**src/hw/rtl/box_mean_5x5_row_filter_top_assert.svh**
```systemverilog
// assertion macros for the box mean row filter
`ifndef BOX_MEAN_5X5_ROW_FILTER_TOP_ASSERT_SVH
`define BOX_MEAN_5X5_ROW_FILTER_TOP_ASSERT_SVH

`ifndef SYNTHESIS
// checked property, skipped while reset is asserted
`define BM5_ASSERT(label, clk, rstn, prop) \
  label: assert property (@(posedge clk) disable iff (!rstn) prop) \
    else $error("bm5 assertion failed");
// checked property, also active during reset
`define BM5_ASSERT_ALWAYS(label, clk, prop) \
  label: assert property (@(posedge clk) prop) \
    else $error("bm5 assertion failed");
`else
`define BM5_ASSERT(label, clk, rstn, prop)
`define BM5_ASSERT_ALWAYS(label, clk, prop)
`endif

`endif

```
**src/hw/rtl/bm5_pkg.sv**
```systemverilog
package bm5_pkg;

  localparam int PIX_W       = 8;
  localparam int NUM_ROWS    = 5;
  localparam int COLSUM_W    = 11;
  localparam int TOTAL_W     = 13;
  localparam int MEAN_W      = 8;
  localparam int WIN_DEPTH   = 5;
  localparam int SEEN_W      = 2;
  localparam int FLUSH_W     = 2;
  localparam int TDATA_IN_W  = NUM_ROWS * PIX_W;
  localparam int TDATA_OUT_W = MEAN_W;

  // columns seen in the row, saturating
  localparam logic [SEEN_W-1:0] SEEN_ZERO = 2'd0;
  localparam logic [SEEN_W-1:0] SEEN_TWO  = 2'd2;
  localparam logic [SEEN_W-1:0] SEEN_MAX  = 2'd3;

  // right border flush steps remaining
  localparam logic [FLUSH_W-1:0] FLUSH_IDLE  = 2'd0;
  localparam logic [FLUSH_W-1:0] FLUSH_LAST  = 2'd1;
  localparam logic [FLUSH_W-1:0] FLUSH_START = 2'd2;

  // divide by 25: t * 5243 >> 17 is exact for t < 8192
  localparam int              RECIP_W     = 13;
  localparam logic [RECIP_W-1:0] RECIP_25 = 13'd5243;
  localparam int              RECIP_SHIFT = 17;

  typedef struct packed {
    logic [COLSUM_W-1:0] colsum;
    logic                last;
  } col_item_t;

  typedef struct packed {
    logic [MEAN_W-1:0] mean;
    logic              row_end;
  } result_t;

  typedef struct packed {
    logic load;       // result written to the output register this cycle
    logic row_end;    // that result closes the row
    logic consume;    // input register item taken this cycle
    logic flushing;   // right border flush in progress
    logic row_start;  // next column starts a new row
  } win_stat_t;

  function automatic logic [MEAN_W-1:0] div25(input logic [TOTAL_W-1:0] t);
    logic [TOTAL_W+RECIP_W-1:0] p;
    p = {{RECIP_W{1'b0}}, t} * {{TOTAL_W{1'b0}}, RECIP_25};
    return p[RECIP_SHIFT +: MEAN_W];
  endfunction

endpackage

```
**src/hw/rtl/bm5_in_stage.sv**
```systemverilog
module bm5_in_stage (
  input  logic                            clk,
  input  logic                            rst_n,
  input  logic                            in_valid,
  output logic                            in_ready,
  input  logic [bm5_pkg::TDATA_IN_W-1:0]  in_pix,
  input  logic                            in_last,
  input  logic                            consume,
  output logic                            item_valid,
  output bm5_pkg::col_item_t              item
);
  import bm5_pkg::*;

  logic      valid_r;
  col_item_t item_r;
  col_item_t item_nxt;

  // column sum of the five vertical pixels
  always_comb begin
    item_nxt.colsum = '0;
    for (int i = 0; i < NUM_ROWS; i++) begin
      item_nxt.colsum = item_nxt.colsum
                      + {{(COLSUM_W-PIX_W){1'b0}}, in_pix[i*PIX_W +: PIX_W]};
    end
    item_nxt.last = in_last;
  end

  assign in_ready   = !valid_r || consume;
  assign item_valid = valid_r;
  assign item       = item_r;

  always_ff @(posedge clk) begin
    if (!rst_n) begin
      valid_r <= 1'b0;
    end else if (in_ready) begin
      valid_r <= in_valid;
    end
  end

  always_ff @(posedge clk) begin
    if (in_valid && in_ready) begin
      item_r <= item_nxt;
    end
  end

endmodule

```
**src/hw/rtl/bm5_window.sv**
```systemverilog
module bm5_window (
  input  logic                 clk,
  input  logic                 rst_n,
  input  bm5_pkg::col_item_t   item,
  input  logic                 item_valid,
  input  logic                 slot_free,
  output bm5_pkg::result_t     res,
  output bm5_pkg::win_stat_t   stat
);
  import bm5_pkg::*;

  logic [COLSUM_W-1:0] win_r   [WIN_DEPTH];
  logic [COLSUM_W-1:0] win_nxt [WIN_DEPTH];
  logic [TOTAL_W-1:0]  total_r, total_nxt;
  logic [SEEN_W-1:0]   seen_r, seen_nxt, seen_inc;
  logic [FLUSH_W-1:0]  flush_cnt_r, flush_cnt_nxt;
  logic [COLSUM_W-1:0] flush_s_r, flush_s_nxt;
  logic [COLSUM_W-1:0] s_in;
  logic                flushing, consume, flush_step, fill;
  logic                load, row_end;

  assign flushing   = (flush_cnt_r != FLUSH_IDLE);
  assign consume    = slot_free && item_valid && !flushing;
  assign flush_step = slot_free && flushing;
  assign s_in       = flushing ? flush_s_r : item.colsum;
  assign fill       = !flushing && (seen_r == SEEN_ZERO);
  assign seen_inc   = (seen_r == SEEN_MAX) ? seen_r : seen_r + 1'b1;

  always_comb begin
    win_nxt       = win_r;
    total_nxt     = total_r;
    seen_nxt      = seen_r;
    flush_cnt_nxt = flush_cnt_r;
    flush_s_nxt   = flush_s_r;
    load          = 1'b0;
    row_end       = 1'b0;

    if (consume || flush_step) begin
      if (fill) begin
        // left border: first column fills every slot
        for (int i = 0; i < WIN_DEPTH; i++) begin
          win_nxt[i] = s_in;
        end
        total_nxt = {s_in, 2'b00} + {2'b00, s_in};
      end else begin
        for (int i = 0; i < WIN_DEPTH - 1; i++) begin
          win_nxt[i] = win_r[i+1];
        end
        win_nxt[WIN_DEPTH-1] = s_in;
        total_nxt = total_r - {2'b00, win_r[0]} + {2'b00, s_in};
      end
    end

    if (consume) begin
      seen_nxt = seen_inc;
      load     = (seen_inc == SEEN_MAX);
      if (item.last) begin
        flush_cnt_nxt = FLUSH_START;
        flush_s_nxt   = item.colsum;
      end
    end else if (flush_step) begin
      flush_cnt_nxt = flush_cnt_r - 1'b1;
      if (flush_cnt_r == FLUSH_LAST) begin
        load     = 1'b1;
        row_end  = 1'b1;
        seen_nxt = SEEN_ZERO;
      end else begin
        // first flush step: only rows of two or more columns have this center
        load = (seen_r >= SEEN_TWO);
      end
    end
  end

  assign res.mean       = div25(total_nxt);
  assign res.row_end    = row_end;
  assign stat.load      = load;
  assign stat.row_end   = row_end;
  assign stat.consume   = consume;
  assign stat.flushing  = flushing;
  assign stat.row_start = !flushing && (seen_r == SEEN_ZERO);

  always_ff @(posedge clk) begin
    if (!rst_n) begin
      seen_r      <= SEEN_ZERO;
      flush_cnt_r <= FLUSH_IDLE;
    end else begin
      seen_r      <= seen_nxt;
      flush_cnt_r <= flush_cnt_nxt;
    end
  end

  always_ff @(posedge clk) begin
    win_r     <= win_nxt;
    total_r   <= total_nxt;
    flush_s_r <= flush_s_nxt;
  end

endmodule

```
**src/hw/rtl/box_mean_5x5_row_filter_top.sv**
```systemverilog
// 5x5 box mean along one image row with replicate borders. Each input
// transaction is one pixel column (five vertical gray pixels, two rows above
// to two rows below the center row) with tlast on the row's final column.
// Each output transaction is the truncated mean of the 5x5 window around one
// center pixel, tlast on the row's last center. The first two columns of a
// row give no output; after that one output per column, two columns behind;
// the last column gives up to three outputs (fewer on rows of one or two
// columns). Rate: one column per clock while the result slot is free; a last
// column also holds the window unit for two right border flush steps, input
// held meanwhile. Each result passes the input register (column sum) and the
// output register (window update and the reciprocal multiply that divides by
// 25). Row length is not limited.

`include "box_mean_5x5_row_filter_top_assert.svh"

module box_mean_5x5_row_filter_top (
  input  logic                            clk,
  input  logic                            rst_n,
  // input stream
  input  logic                            in_tvalid,
  output logic                            in_tready,
  // pix_up2, pix_up1, pix_mid, pix_dn1, pix_dn2 (8 bits each)
  input  logic [bm5_pkg::TDATA_IN_W-1:0]  in_tdata,
  input  logic                            in_tlast,   // col_last
  // result stream
  output logic                            out_tvalid,
  input  logic                            out_tready,
  // mean_val (8 bits)
  output logic [bm5_pkg::TDATA_OUT_W-1:0] out_tdata,
  output logic                            out_tlast   // row_end
);
  import bm5_pkg::*;

  col_item_t item;
  logic      item_valid;
  result_t   res;
  win_stat_t stat;
  logic      slot_free;

  logic      out_valid_r;
  result_t   out_res_r;

  // input register holds the column sum so the window step starts registered
  bm5_in_stage u_in_stage (
    .clk        (clk),
    .rst_n      (rst_n),
    .in_valid   (in_tvalid),
    .in_ready   (in_tready),
    .in_pix     (in_tdata),
    .in_last    (in_tlast),
    .consume    (stat.consume),
    .item_valid (item_valid),
    .item       (item)
  );

  // sliding window of column sums, running total and right border flush
  bm5_window u_window (
    .clk        (clk),
    .rst_n      (rst_n),
    .item       (item),
    .item_valid (item_valid),
    .slot_free  (slot_free),
    .res        (res),
    .stat       (stat)
  );

  // output register: window advances whenever the result slot frees up
  assign slot_free = !out_valid_r || out_tready;

  always_ff @(posedge clk) begin
    if (!rst_n) begin
      out_valid_r <= 1'b0;
    end else if (stat.load) begin
      out_valid_r <= 1'b1;
    end else if (out_tready) begin
      out_valid_r <= 1'b0;
    end
  end

  always_ff @(posedge clk) begin
    if (stat.load) begin
      out_res_r <= res;
    end
  end

  assign out_tvalid = out_valid_r;
  assign out_tdata  = out_res_r.mean;
  assign out_tlast  = out_res_r.row_end;

  // a new result never overwrites one still waiting
  `BM5_ASSERT(a_load_into_free_slot, clk, rst_n, stat.load |-> (!out_valid_r || out_tready))
  // a last column always starts the right border flush
  `BM5_ASSERT(a_last_starts_flush, clk, rst_n, (stat.consume && item.last) |=> stat.flushing)
  // the row closing result leaves the window ready for a new row
  `BM5_ASSERT(a_row_end_resets, clk, rst_n, (stat.load && stat.row_end) |=> stat.row_start)
  // no item is taken from the input register during the flush
  `BM5_ASSERT(a_no_take_in_flush, clk, rst_n, !(stat.flushing && stat.consume))
  // reset empties the result slot
  `BM5_ASSERT_ALWAYS(a_reset_clears_output, clk, !rst_n |=> !out_tvalid)

endmodule
```
**config.mk**
```make
export PLATFORM = sky130hd
export DESIGN_NAME = box_mean_5x5_row_filter_top
export DESIGN_NICKNAME = d
export VERILOG_FILES = /design/src/hw/rtl/bm5_pkg.sv /design/src/hw/rtl/bm5_in_stage.sv /design/src/hw/rtl/bm5_window.sv /design/src/hw/rtl/box_mean_5x5_row_filter_top.sv
export VERILOG_INCLUDE_DIRS = /design/src /design/src/hw/rtl
export SDC_FILE = /design/constraint.sdc
export NUM_CORES = 1
export LEC_CHECK = 0
export ABC_AREA = 1
export BUFFER_PORTS_ARGS = -buffer_cell sky130_fd_sc_hd__buf_2
export CAP_MARGIN = 25
export CORE_UTILIZATION = 57
export DETAILED_ROUTE_END_ITERATION = 12
export PLACE_DENSITY = 0.78
export SYNTH_ARGS = -nofsm -noshare
export SYNTH_HDL_FRONTEND = slang
export SYNTH_SLANG_ARGS = --single-unit
```
**constraint.sdc**
```tcl
create_clock -name clk -period 6.4 [get_ports clk]
set_input_delay 0.32 -clock clk [delete_from_list [all_inputs] [get_ports clk]]
set_output_delay 0.32 -clock clk [all_outputs]
set_load 0.005 [all_outputs]
```
==> out/metrics.csv, run 1 <==
stage,metric,value,unit
final_layout,layout_commonest_cell,nand2_1,
drt,drt-pass1-iter-count,6,
floorplan,die_width,134,um
floorplan,core_area,0.0168,mm^2
global_routing,grt_pass1_wl,38.2,mm
final_layout,n_fill_cell,1149,
clocking,clockBufferDepth,2,
sta,max_freq,0.152,GHz
worst_setup_path,crit_required,6.52,ns
sta,setup_slack,-0.175,ns
synth,synth_edf_count,87,
outcome,outcome,finished with violations,
sta,setup_viol,8,
drt,drt_iter0_markers,541,
final_layout,final_cell_area,0.0125,mm^2
synth,synth.avg_cell_area,8.68,um^2
floorplan,start_util,59.0,%
synth,synth-seq-cells,106,
job,drv_cap,0,
clocking,cts.sinks,106,
final_layout,mostFrequentLayoutCells,"262 x nand2_1, 203 x inv_1, 135 x buf_4",
clocking,root_buffer,clkbuf_16,
floorplan,ios,56,
outcome,violations,setup timing,
floorplan,placementRows,47,
synth,ys_seq_area_share,30.3,%
clocking,clk_pin_slew_worst_paths,0.08,ns
global_routing,grt_use_total,27.5,%
global_routing,grt_start_max_net_pins,32,
synth,ys_types,42,
drt,wl_per_cell,15.4,um
worst_setup_path,path_class,flip-flop to flip-flop,
worst_setup_path,critical_path.most_common_cell,nand2_1,
placed_design,placed_cell_area,0.0113,mm^2
placed_design,numPortBuffers,55,
final_layout,areaGrowthSynthToFinish,26.5,%
min_path,hold_class,input pin to flip-flop,
global_routing,grt_overflow,0,
clocking,cts_hold_buffers,0,
worst_setup_path,slowest_stage,fa_1,
sta,finalMaxSlewViolations,0,
drt,antenna_left,0,
clocking,cts_max_level,3,
sta,rsz0062_at_grt,yes,
final_layout,insertedDiodeCount,0,
drt,drc,0,
worst_setup_path,critPathLaunchType,flip-flop,
final_layout,layout.nets,1587,
synth,synth_ff_type,edfxtp_1,
global_routing,grt_antenna_before_repair,0,
sta,tightest_slew,0.938,ns
synth,syn_inst,1139,
synth,yosys_warnings,0,
synth,synthArstFlopShare,0,%
sta,slew_headroom,37.2,%
drt,vias_per_cell,5.26,
synth,syn-num-nets,1393,
final_layout,seq_area,0.00300,mm^2
worst_setup_path,cp-startpoint,u_window.flush_cnt_r[1],
placed_design,dpl.hpwl,18.2,mm
worst_setup_path,crit_arrival,6.70,ns
clocking,clk_latency,0.36,ns
sta,finalHoldViolations,0,
clocking,numCtsBuffers,9,
worst_setup_path,rr_startpoint,u_window.flush_cnt_r[1],
drt,wl,24.0,mm
sta,period_share,103,%
worst_setup_path,cp_slowest_stage_delay,0.55,ns
final_layout,drive_gt1_share,28.0,%
floorplan,die-area,0.0179,mm^2
final_layout,multi_input_area,0.00672,mm^2
min_path,hold_start,in_tlast,
worst_setup_path,worstPathMaxFanout,5,
global_routing,grt_pass1_vias,8177,
drt,vias,8192,
sta,period_minus_slack,6.58,ns
floorplan,die_y,134,um
sta,fin_skew,0.0157,ns
worst_setup_path,worst_setup_path_end_kind,flip-flop,
synth,netlist_area,0.00988,mm^2
clocking,cts_tree,yes,
placed_design,routabilityCongestion,0.933,
-- per-stage QoR --
stage | hold WS (ns) | util [%] | setup WS (ns) | TNS [ns] | std cells
floorplan | 0.419 | - | 0.00917 | 0 | 1139
global route | 0.132 | 74.6 | -0.462 | -3.21 | 1558
CTS | 0.134 | 72.2 | 0.0000258 | 0 | 1547
finish | 0.151 | 74.6 | -0.175 | -0.812 | 1558
detailed placement | 0.436 | 67.4 | -0.499 | -2.85 | 1521
global placement | 0.433 | 67.4 | -0.336 | -1.77 | 1521
-- kinds of logic after synthesis --
logic type / Yosys count / share of synthesized area, %
compound gates: 115 / 6.79
xor+xnor: 27 / 2.39
fa+ha+maj: 209 / 32.5
buf+inv: 240 / 9.44
flops: 106 / 30.3
simple gates: 442 / 18.6
-- repair_timing --
item / 4_1_cts / 5_1_grt
setup buffers: 10 / 11
endpoints found under the setup margin: 8 / 8
gates resized for setup: 81 / 88
pin swaps: 56 / 66
-- layer usage --
layer | track usage, % | wire length [um] | up-vias
met3 | 7.27 | 1580 | 38
met2 | 45.3 | 11600 | 242
met5 | 0 | 0 | -
li1 | - | - | 4022
met4 | 7.83 | 484 | 0
met1 | 35.6 | 10400 | 3890
-- Yosys cell counts, drive strengths merged (8+ instances only) --
library cell,number,area share [%]
a21oi,54,2.8
ha,129,16
xor2,15,1.3
dfxtp,19,3.8
inv,228,8.7
o21ai,32,1.7
buf,12,0.76
edfxtp,87,26
fa,80,16
xnor2,12,1.1
nor2,57,2.2
nand4,9,0.57
a21o,8,0.61
nand3,50,2.5
nand2,309,12
-- worst max-delay path: cells and delay by family (launching register included) --
family / cells / cell delay [ns]
buf+inv: 11 / 0.98
xor+xnor: 1 / 0.13
simple gates: 20 / 1.61
flops: 1 / 0.34
fa+ha+maj: 9 / 3.25
-- area by class of cell --
class | count | area share [%]
Clock buffer | 9 | 1.80
Clock inverter | 7 | 0.580
Inverter | 228 | 6.94
Multi-Input combinational cell | 793 | 53.8
Sequential cell | 106 | 24.0
Tap cell | 220 | 2.20
Timing Repair Buffer | 195 | 10.8
-- state kept, by name, indices dropped and copies added (netlist names) --
register	cells
u_in_stage.item	12
u_window.total_r	13
out_tlast	1
out_tvalid	1
u_in_stage.item_valid	1
u_window.flush_cnt_r	2
out_tdata	8
u_window.seen_r	2
u_window.flush_s_r	11
u_window.win_r	55
-- path summary, 6_finish.rpt --
| path | cells after the start | endpoint | slack [ns] |
|---|---|---|---|
| min reg2reg | 0 | u_window.flush_s_r[8] | 0.45 |
| max | 41 | out_tdata[4] | -0.18 |
| min | 1 | u_in_stage.item[0] | 0.15 |
| max reg2reg | 41 | out_tdata[4] | -0.18 |
Power of run 1 is not shown: default switching activity piles up to over one toggle a cycle in this logic, so the estimate is an artifact.
==> run 2: changes to the inputs <==
--- a/config.mk
+++ b/config.mk
@@ -9,9 +9,9 @@
 export ABC_AREA = 1
 export BUFFER_PORTS_ARGS = -buffer_cell sky130_fd_sc_hd__buf_2
 export CAP_MARGIN = 25
-export CORE_UTILIZATION = 57
+export CORE_UTILIZATION = 63
 export DETAILED_ROUTE_END_ITERATION = 12
-export PLACE_DENSITY = 0.78
+export PLACE_DENSITY = 0.82
 export SYNTH_ARGS = -nofsm -noshare
 export SYNTH_HDL_FRONTEND = slang
 export SYNTH_SLANG_ARGS = --single-unit
==> constraint.sdc (replaced) <==
create_clock -name clk -period 6.6 [get_ports clk]
set_input_delay 0.33 -clock clk [delete_from_list [all_inputs] [get_ports clk]]
set_output_delay 0.33 -clock clk [all_outputs]
set_load 0.005 [all_outputs]
==> run 2 against run 1 <==
  * Register-to-register slack gained 0.06 ns
  * Non-clock buffer count shrank 48
  * Utilization grew 4.5 points
  * Fmax shrank 2.1%
  * Largest cell class unchanged
  * Cell area shrank 3.5%
  * Global-route usage grew 2.1 points
  * Worst hold slack gained 0.023 ns
  * The run still ends with setup timing left
==> out/metrics.csv, run 2 (synthesis gave the netlist of run 1 again) <==
stage,metric,value,unit
final_layout,mostFrequentLayoutCells,"272 x nand2_1, 204 x inv_1, 107 x ha_1",
sta,fin_skew,0.0117,ns
sta,rsz0062_at_grt,yes,
clocking,numCtsBuffers,9,
worst_setup_path,crit_required,6.72,ns
final_layout,n_fill_cell,972,
clocking,cts.sinks,106,
global_routing,grt_antenna_before_repair,0,
drt,drc,0,
floorplan,placementRows,45,
sta,period_minus_slack,6.72,ns
global_routing,grt_start_max_net_pins,25,
worst_setup_path,worst_setup_path_end_kind,flip-flop,
final_layout,top_register,u_window.win_r,
drt,drt-pass1-iter-count,5,
sta,max_freq,0.149,GHz
floorplan,die_y,127,um
final_layout,layout.nets,1539,
min_path,hold_class,input pin to flip-flop,
final_layout,areaGrowthSynthToFinish,22.1,%
sta,finalMaxSlewViolations,0,
worst_setup_path,worstPathMaxFanout,6,
clocking,clockBufferDepth,2,
clocking,cts_max_level,3,
sta,period_share,102,%
sta,setup_slack,-0.116,ns
drt,wl,24.3,mm
global_routing,grt_pass1_vias,7918,
placed_design,pre_cts_ws,-0.294,ns
floorplan,start_util,64.8,%
worst_setup_path,path_class,flip-flop to flip-flop,
worst_setup_path,crit_arrival,6.84,ns
outcome,violations,setup timing,
final_layout,layout_commonest_cell,nand2_1,
placed_design,dpl.hpwl,17.8,mm
sta,slew_headroom,36.7,%
clocking,clk_pin_slew_worst_paths,0.08,ns
global_routing,grt_use_total,29.6,%
drt,wl_per_cell,16.2,um
outcome,outcome,finished with violations,
drt,drt_iter0_markers,568,
sta,fin_setup_tns,-0.143,ns
final_layout,drive_gt1_share,23.3,%
final_layout,largest_reg_flops,55,
drt,vias_per_cell,5.44,
sta,tightest_slew,0.945,ns
placed_design,dp.cells,1472,
job,drv_cap,0,
placed_design,routabilityCongestion,0.914,
clocking,clk_latency,0.36,ns
drt,antenna_left,0,
sta,setup_viol,3,
final_layout,insertedDiodeCount,0,
placed_design,numPortBuffers,55,
worst_setup_path,slowest_stage,fa_1,
final_layout,final_cells,1501,
final_layout,post-route-util,79.1,%
global_routing,grt_overflow,0,
floorplan,die-area,0.0162,mm^2
sta,finalHoldViolations,0,
floorplan,die_width,127,um
worst_setup_path,cp_slowest_stage_delay,0.57,ns
floorplan,ios,56,
global_routing,grt_pass1_wl,37.2,mm
clocking,cts_tree,yes,
worst_setup_path,critPathLaunchType,flip-flop,
floorplan,core_area,0.0153,mm^2
clocking,root_buffer,clkbuf_16,
drt,vias,8160,
==> run 2: through the flow <==
| step | hold WS (ns) | cell area (um^2) |
|---|---|---|
| after floorplan | 0.421 | 9890 |
| after global placement | 0.437 | 11000 |
| after detailed placement | 0.450 | 11000 |
| after CTS | 0.166 | 11500 |
| after global routing | 0.157 | 12100 |
| final | 0.174 | 12100 |
==> run 2: worst paths after layout <==
path,from,endpoint,slack (ns),depth (start not counted)
min reg2reg,u_in_stage.item[4],u_window.flush_s_r[3],0.47,0
max reg2reg,u_window.flush_cnt_r[1],out_tdata[7],-0.12,34
max,u_window.flush_cnt_r[1],out_tdata[7],-0.12,34
min,in_tlast,u_in_stage.item[0],0.17,1
==> run 2: cell type report <==
cell class | count | area (um^2) | area share, %
multi-input cells | 793 | 6650 | 55.1
flip-flops and latches | 106 | 3000 | 24.8
repair buffers | 147 | 1010 | 8.38
inverters | 228 | 866 | 7.18
well taps | 211 | 264 | 2.19
clock buffers | 10 | 229 | 1.90
clock inverters | 6 | 51.3 | 0.425
==> run 2: what timing repair did <==
action | 4_1_cts | 5_1_grt
hold buffers | 0 | 0
setup endpoints to repair | 8 | 8
cloned | 0 | 1
pin swaps | 20 | 52
buffers inserted | 2 | 11
resized for setup | 49 | 113
==> run 2: critical path, delay by kind of cell, from the launching register on <==
family	cells	cell delay (ns)
buffers and inverters	7	0.55
and+or+nand+nor	15	1.53
AOI/OAI and AO/OA	3	0.36
adders and majority gates	9	3.73
DFF	1	0.34
==> run 2: metal layers <==
| metal | vias to the layer above | track usage [%] | part of all wire (%) | routed length [um] |
|---|---|---|---|---|
| met2 | 306 | 49.3 | 48 | 11700 |
| met3 | 68 | 4.98 | 6.4 | 1570 |
| met1 | 3867 | 39.6 | 42 | 10200 |
| li1 | 3919 | - | - | - |
| met4 | 0 | 9.87 | 3.3 | 812 |
| met5 | - | 0 | 0 | 0 |
Power of run 2 is left out for the same reason.
